`config.mk`:
```
export PLATFORM = sky130hd
export DESIGN_NAME = rgbch_ctrl
export DESIGN_NICKNAME = d
export VERILOG_FILES = /design/src/sv/rgbch_pkg.sv /design/src/sv/rgbch_ctrl.sv
export VERILOG_INCLUDE_DIRS = /design/src /design/src/sv
export SDC_FILE = /design/constraint.sdc
export NUM_CORES = 1
export LEC_CHECK = 0
export BUFFER_PORTS_ARGS = -buffer_cell sky130_fd_sc_hd__buf_4
export CAP_MARGIN = 20
export CORE_AREA = 2 2 39 41
export CTS_CLUSTER_SIZE = 14
export DETAILED_ROUTE_END_ITERATION = 12
export DIE_AREA = 0 0 41 43
export PLACE_DENSITY = 0.37
export SKIP_LAST_GASP = 1
export SYNTH_ARGS = -nofsm -noshare
export SYNTH_HDL_FRONTEND = slang
export SYNTH_SLANG_ARGS = --single-unit
```
`constraint.sdc`:
```
create_clock -name clk -period 1.8 [get_ports clk]
set_input_delay 0.27 -clock clk [delete_from_list [all_inputs] [get_ports clk]]
set_output_delay 0.27 -clock clk [all_outputs]
set_load 0.05 [all_outputs]
```
`src/sv/rgb_clamp_histogram_assert.svh`:
```
// assertion macros shared by the rgb clamp histogram modules
`ifndef RGB_CLAMP_HISTOGRAM_ASSERT_SVH
`define RGB_CLAMP_HISTOGRAM_ASSERT_SVH

// same-cycle implication, checked out of reset
`define RGBCH_ASSERT_SAME(label, ante, cons) \
    label: assert property (@(posedge clk) disable iff (!rst_n) (ante) |-> (cons)) \
        else $error("rgbch assertion failed");

// next-cycle implication, checked out of reset
`define RGBCH_ASSERT_NEXT(label, ante, cons) \
    label: assert property (@(posedge clk) disable iff (!rst_n) (ante) |=> (cons)) \
        else $error("rgbch assertion failed");

`endif

```
`src/sv/rgbch_pkg.sv`:
```
`timescale 1ns / 1ps
// ---------------------------------------------------------------------------
// rgbch_pkg
// shared types, constants and helpers of the rgb clamp histogram block
// ---------------------------------------------------------------------------
package rgbch_pkg;

    localparam int PIX_BITS       = 8;
    localparam int NUM_CHAN       = 3;
    localparam int BIN_COUNT      = 256;
    localparam int BIN_BITS       = $clog2(BIN_COUNT);
    localparam int COUNT_BITS     = 24;
    localparam int OUT_COUNT_BITS = 24;
    localparam int OP_BITS        = 2;
    localparam int CFG_IDX_BITS   = 3;

    typedef logic [PIX_BITS-1:0]       pix_t;
    typedef logic [BIN_BITS-1:0]       bin_t;
    typedef logic [COUNT_BITS-1:0]     count_t;
    typedef logic [OUT_COUNT_BITS-1:0] out_count_t;
    typedef logic [OP_BITS-1:0]        op_t;
    typedef logic [CFG_IDX_BITS-1:0]   cfg_idx_t;

    localparam count_t COUNT_MAX = '1;

    // item codes
    localparam op_t OP_PIXEL = 2'd0;
    localparam op_t OP_READ  = 2'd1;
    localparam op_t OP_CLEAR = 2'd2;

    // register indexes
    localparam cfg_idx_t REG_RED_MIN   = 3'd0;
    localparam cfg_idx_t REG_RED_MAX   = 3'd1;
    localparam cfg_idx_t REG_GREEN_MIN = 3'd2;
    localparam cfg_idx_t REG_GREEN_MAX = 3'd3;
    localparam cfg_idx_t REG_BLUE_MIN  = 3'd4;
    localparam cfg_idx_t REG_BLUE_MAX  = 3'd5;

    localparam int CHAN_RED   = 0;
    localparam int CHAN_GREEN = 1;
    localparam int CHAN_BLUE  = 2;

    // controller to datapath
    typedef struct packed {
        logic accept;   // latch the input word
        logic update;   // bump the bins of a pixel word and load the output register
        logic clear;    // write zero at the sweep address and step it
    } ctrl_cmd_t;

    // datapath to controller
    typedef struct packed {
        logic out_free;   // output register empty or being taken
        logic clear_op;   // latched word is a clear
        logic clear_last; // sweep is at the last bin
    } ctrl_sts_t;

    // minimum test wins when the bounds cross
    function automatic pix_t clamp_pix(pix_t v, pix_t lo, pix_t hi);
        pix_t r;
        if (v < lo)
            r = lo;
        else if (v > hi)
            r = hi;
        else
            r = v;
        return r;
    endfunction

    // low bits of a count, zero extended when the count is narrower
    function automatic out_count_t fit_count(count_t c);
        return OUT_COUNT_BITS'({{OUT_COUNT_BITS{1'b0}}, c});
    endfunction

endpackage

```
`src/sv/rgbch_ctrl.sv`:
```
`timescale 1ns / 1ps
`include "rgb_clamp_histogram_assert.svh"
// ---------------------------------------------------------------------------
// rgbch_ctrl
// item sequencer: accept, histogram read, update, bin sweep and result load
// ---------------------------------------------------------------------------
module rgbch_ctrl (
    input  logic                  clk,
    input  logic                  rst_n,
    input  logic                  in_valid,
    output logic                  in_stall,
    input  rgbch_pkg::ctrl_sts_t  sts,
    output rgbch_pkg::ctrl_cmd_t  cmd
);

    localparam logic [1:0] S_IDLE   = 2'd0;
    localparam logic [1:0] S_READ   = 2'd1;
    localparam logic [1:0] S_UPDATE = 2'd2;
    localparam logic [1:0] S_CLEAR  = 2'd3;

    logic [1:0] state_reg;
    logic [1:0] state_next;

    always_comb
    begin
        state_next = state_reg;
        case (state_reg)
            S_IDLE:
            begin
                if (in_valid)
                    state_next = S_READ;
            end
            S_READ:
            begin
                // hold the read until the result slot is free
                if (sts.out_free)
                    state_next = S_UPDATE;
            end
            S_UPDATE:
            begin
                // a clear word goes on to sweep the bins
                if (sts.clear_op)
                    state_next = S_CLEAR;
                else
                    state_next = S_IDLE;
            end
            S_CLEAR:
            begin
                if (sts.clear_last)
                    state_next = S_IDLE;
            end
            default:
            begin
                state_next = S_IDLE;
            end
        endcase
    end

    // reset starts with a sweep so every bin reads zero
    always_ff @(posedge clk or negedge rst_n)
    begin
        if (!rst_n)
            state_reg <= S_CLEAR;
        else
            state_reg <= state_next;
    end

    assign in_stall   = (state_reg != S_IDLE);
    assign cmd.accept = (state_reg == S_IDLE) && in_valid;
    assign cmd.update = (state_reg == S_UPDATE);
    assign cmd.clear  = (state_reg == S_CLEAR);

    `RGBCH_ASSERT_NEXT(a_accept_then_read, cmd.accept, state_reg == S_READ)
    `RGBCH_ASSERT_NEXT(a_read_waits, (state_reg == S_READ) && !sts.out_free,
        state_reg == S_READ)
    `RGBCH_ASSERT_NEXT(a_update_once, cmd.update, !cmd.update)
    `RGBCH_ASSERT_SAME(a_clear_stalls, cmd.clear, in_stall && !cmd.accept)

endmodule

```
# After elaboration in Yosys (flattened, before gate mapping)
# Index checks and enable logic that the tools add are counted.
[word_totals]
ff_bits = 2
input_bits = 6
wordCells = 16
[classes]
eq_ne = 6
muxes = 5
n_reduce_logical = 4
[op_table]
columns = ["operator", "count"]
rows = [
  ["$mux W2", 4],
  ["$pmux W2 S4", 1],
  ["$ne A2 B2 Y1 const B", 3],
  ["$eq A2 B2 Y1 const B", 2],
  ["$reduce_and A3 Y1", 1],
  ["$eq A2 B1 Y1 const B", 1],
  ["$logic_not A2 Y1", 1],
  ["$reduce_bool A2 Y1", 1],
  ["$logic_and A1 B1 Y1", 1],
]

# Longest topological paths before layout
[logic_depth]
word_depth = 3
depth_mapped = 3
ltp_nobuf = 3

# Least setup slack after synthesis
# No wires, ideal clock.
[synth_path]
path_kind = "register -> output"
start = "register state_reg[1]"
end = "output port cmd[2] (netlist bit)"
arrival_ns = 1.150
setup_slack_ns = 0.380
path_stages_with_launch = 3
n_path_buf = 0
path_cell_list = "dfstp_2 -> or2_4 -> nor2_2"
[synth_lines]
columns = ["item", "line_no", "rtl"]
rows = [
  ["from (decl)", "rgbch_ctrl.sv:21", "logic [1:0] state_reg;"],
  ["from (signal assigned)", "rgbch_ctrl.sv:65", "state_reg <= state_next;"],
  ["to (decl)", "rgbch_ctrl.sv:13", "output rgbch_pkg::ctrl_cmd_t cmd"],
]

==> results.yml <==
status:
  outcome: "complete, no violations"
logic_synthesis:
  syn_area_per_cell_sq_um: 10.19
  synth-seq-cells: 2
  synth_top_area_cell: "dfstp_2"
  yosys.area.top_type_share_pct: 36.84
  seq_area_frac_synth_pct: 36.84
  ys_warn_count: 0
  postSynthCellCount: 14
  synthDistinctLibCells: 11
  syn-cell-area_sq_um: 142.6
  ys_top_cells_by_area: "dfstp_2 (37%), o21ai_2 (18%), nor2b_4 (9.6%), and2b_2 (6.1%), or2_4 (6.1%)"
  syn-num-nets: 20
die:
  start_util_pct: 10.31
  io_pins: 10
  die_area_sq_um: 1763
  row_count: 14
  core_area_sq_um: 1384
  chipHeight_um: 43
  die_x_um: 41
grt:
  grt_pass1_wl_um: 455
  overflow: 0
  grt_max_degree: 8
  grtUsageTotal_pct: 4.016
  grt_pass1_vias: 127
  antenna_found_initial: 0
detailed_routing:
  routed_wirelength_um: 288
  vias_per_cell: 3.233
  ant_nets: 0
  drt_iter0_markers: 0
  drtPass1Iterations: 1
  vias: 139
  drc: 0
  routedWlPerCell_um: 6.698
critical_path:
  arrival_ns: 1.18
  reg2reg_depth: 3
  cp_top_family: "flip-flops"
  r2r_start: "state_reg[0]"
  required_ns: 1.53
  end_kind: "output port"
  critPathLaunchType: "register"
  path_depth: 2
  crit_type: "reg2out"
  startpoint: "state_reg[0]"
  slowest_delay_ns: 0.56
  path_buf_inv: 1
  r2r_setup_slack_ns: 0.87
  r2r-end: "state_reg[1]"
  crit_chain: "and2b_2 > buf_4"
  crit_path_top_delay_cell: "dfstp_2"
  path_max_fanout: 7
cells_and_area:
  final_common_cell: "buf_4"
  final_nets: 35
  drive_gt1_share_pct: 81.48
  instances_no_fill: 43
  largest_reg_flops: 2
  layout_common_cells: "buf_4 (9), o21ai_2 (3), clkbuf_4 (3), dfstp_2 (2)"
  num_antenna_cells: 0
  area_growth_pct: 84.21
  num-fill-cells: 161
sta:
  drv_slew: 0
  fin_skew_ns: 0.002269
  setup_viol: 0
  period_needed_ns: 1.451
  hold_viol: 0
  rsz0062_at_grt: "false"
  fmax_mhz: 689.0
  timing.final.ws_setup_ns: 0.3487
  tns_ns: 0
  worst_slew_pin_slew_ns: 0.2007
  relSlewSlack_pct: 86.48
  finalCritPeriodShare_pct: 80.63
worst_hold_path:
  hold_path.startpoint: "sts[2]"
  hold_class: "in2reg"
  worstHoldEndpoint: "state_reg[1]"
  hold_path_depth: 3
power_and_ir_drop:
  total_leakage_power_nw: 0.1236
  powerDensity_nw_per_um2: 1969
  irDropWorstVdd_v: 0.0002562
run:
  drv_cap: 0
clock_tree:
  path_clk_slew_ns: 0.03
  cts.path.max_buffers: 2
  clock_sinks: 2
  numCtsBuffers: 3
  clock_latency_ns: 0.22
  h-tree-depth: 1
  cts_setup_buffers: 0
  root_buffer: "clkbuf_4"
  cts-resized-gates: 0
  cts_tree: "yes"
placed_design:
  dp_slack_ns: 0.5760
  dp_hpwl_um: 251.8
  io_buffers: 9
  dp.cells: 39
  gp_congestion: 0.5575
[worst min-delay path, cell delays in order]
cell and delay, ns:
buf_4 0.11, nand2_1 0.08, o21ai_2 0.05
[area by class of cell]
cell class                 instances  area (sq um)  area share (%)
multi-input combinational         11         86.33           32.86
timing repair buffer              10         77.57           29.52
sequential                         2         52.55           20.00
clock buffer                       3         22.52           8.571
tap                               16         20.02           7.619
inverter                           1         3.754           1.429
[stage by stage]
stage	hold WS, ns	total power [mW]	cell area, sq um	util [%]
after floorplan	0.1222	0.3460	142.6	-
after global placement	0.2131	0.4224	230.2	16.64
after detailed placement	0.2150	0.4246	230.2	16.64
after CTS	0.2967	0.5293	262.8	18.99
after global routing	0.3086	0.5528	262.8	18.99
final	0.3023	0.5173	262.8	18.99
[timing repair]
action | CTS | global route
endpoints found under the hold margin | 2 | 0
setup endpoints to repair | 0 | 0
hold buffers | 1 | 0
[synthesized netlist by cell type]
library cell and count:
and2_2 1, nor2_2 1, or2_4 1, and2b_2 1, dfstp_2 2, nor2b_1 1
o21ai_0 1, nor2b_4 1, o21ai_2 3, nand2_1 1, inv_1 1
[where the power goes]
group | total [mW] | internal (mW) | switching, mW
Combinational | 0.304 | 0.120 | 0.184
Clock | 0.0958 | 0.0733 | 0.0225
Sequential | 0.118 | 0.0832 | 0.0348
[routing by layer]
layer	up-vias	GRT usage [%]	part of all wire (%)
met5	-	0	0
met4	0	4.000	0
met3	0	1.571	11
met2	5	6.250	55
met1	62	3.537	33
li1	72	-	-
[worst max-delay path by stage]
stage,endpoint,slack (ns)
final,cmd[1],0.35
after global routing,cmd[1],0.32
after CTS,cmd[1],0.33
after detailed placement,cmd[1],0.58
after global placement,cmd[1],0.58
after floorplan,cmd[2],0.38
[cells by family after synthesis]
group	after synthesis	share of synthesized area, %
AO/OA/AOI/OAI	4	21.93
AND/OR/NAND/NOR	7	38.60
flip-flops	2	36.84
buffers and inverters	1	2.629
No activity file was read; power rests on OpenSTA's default activity.
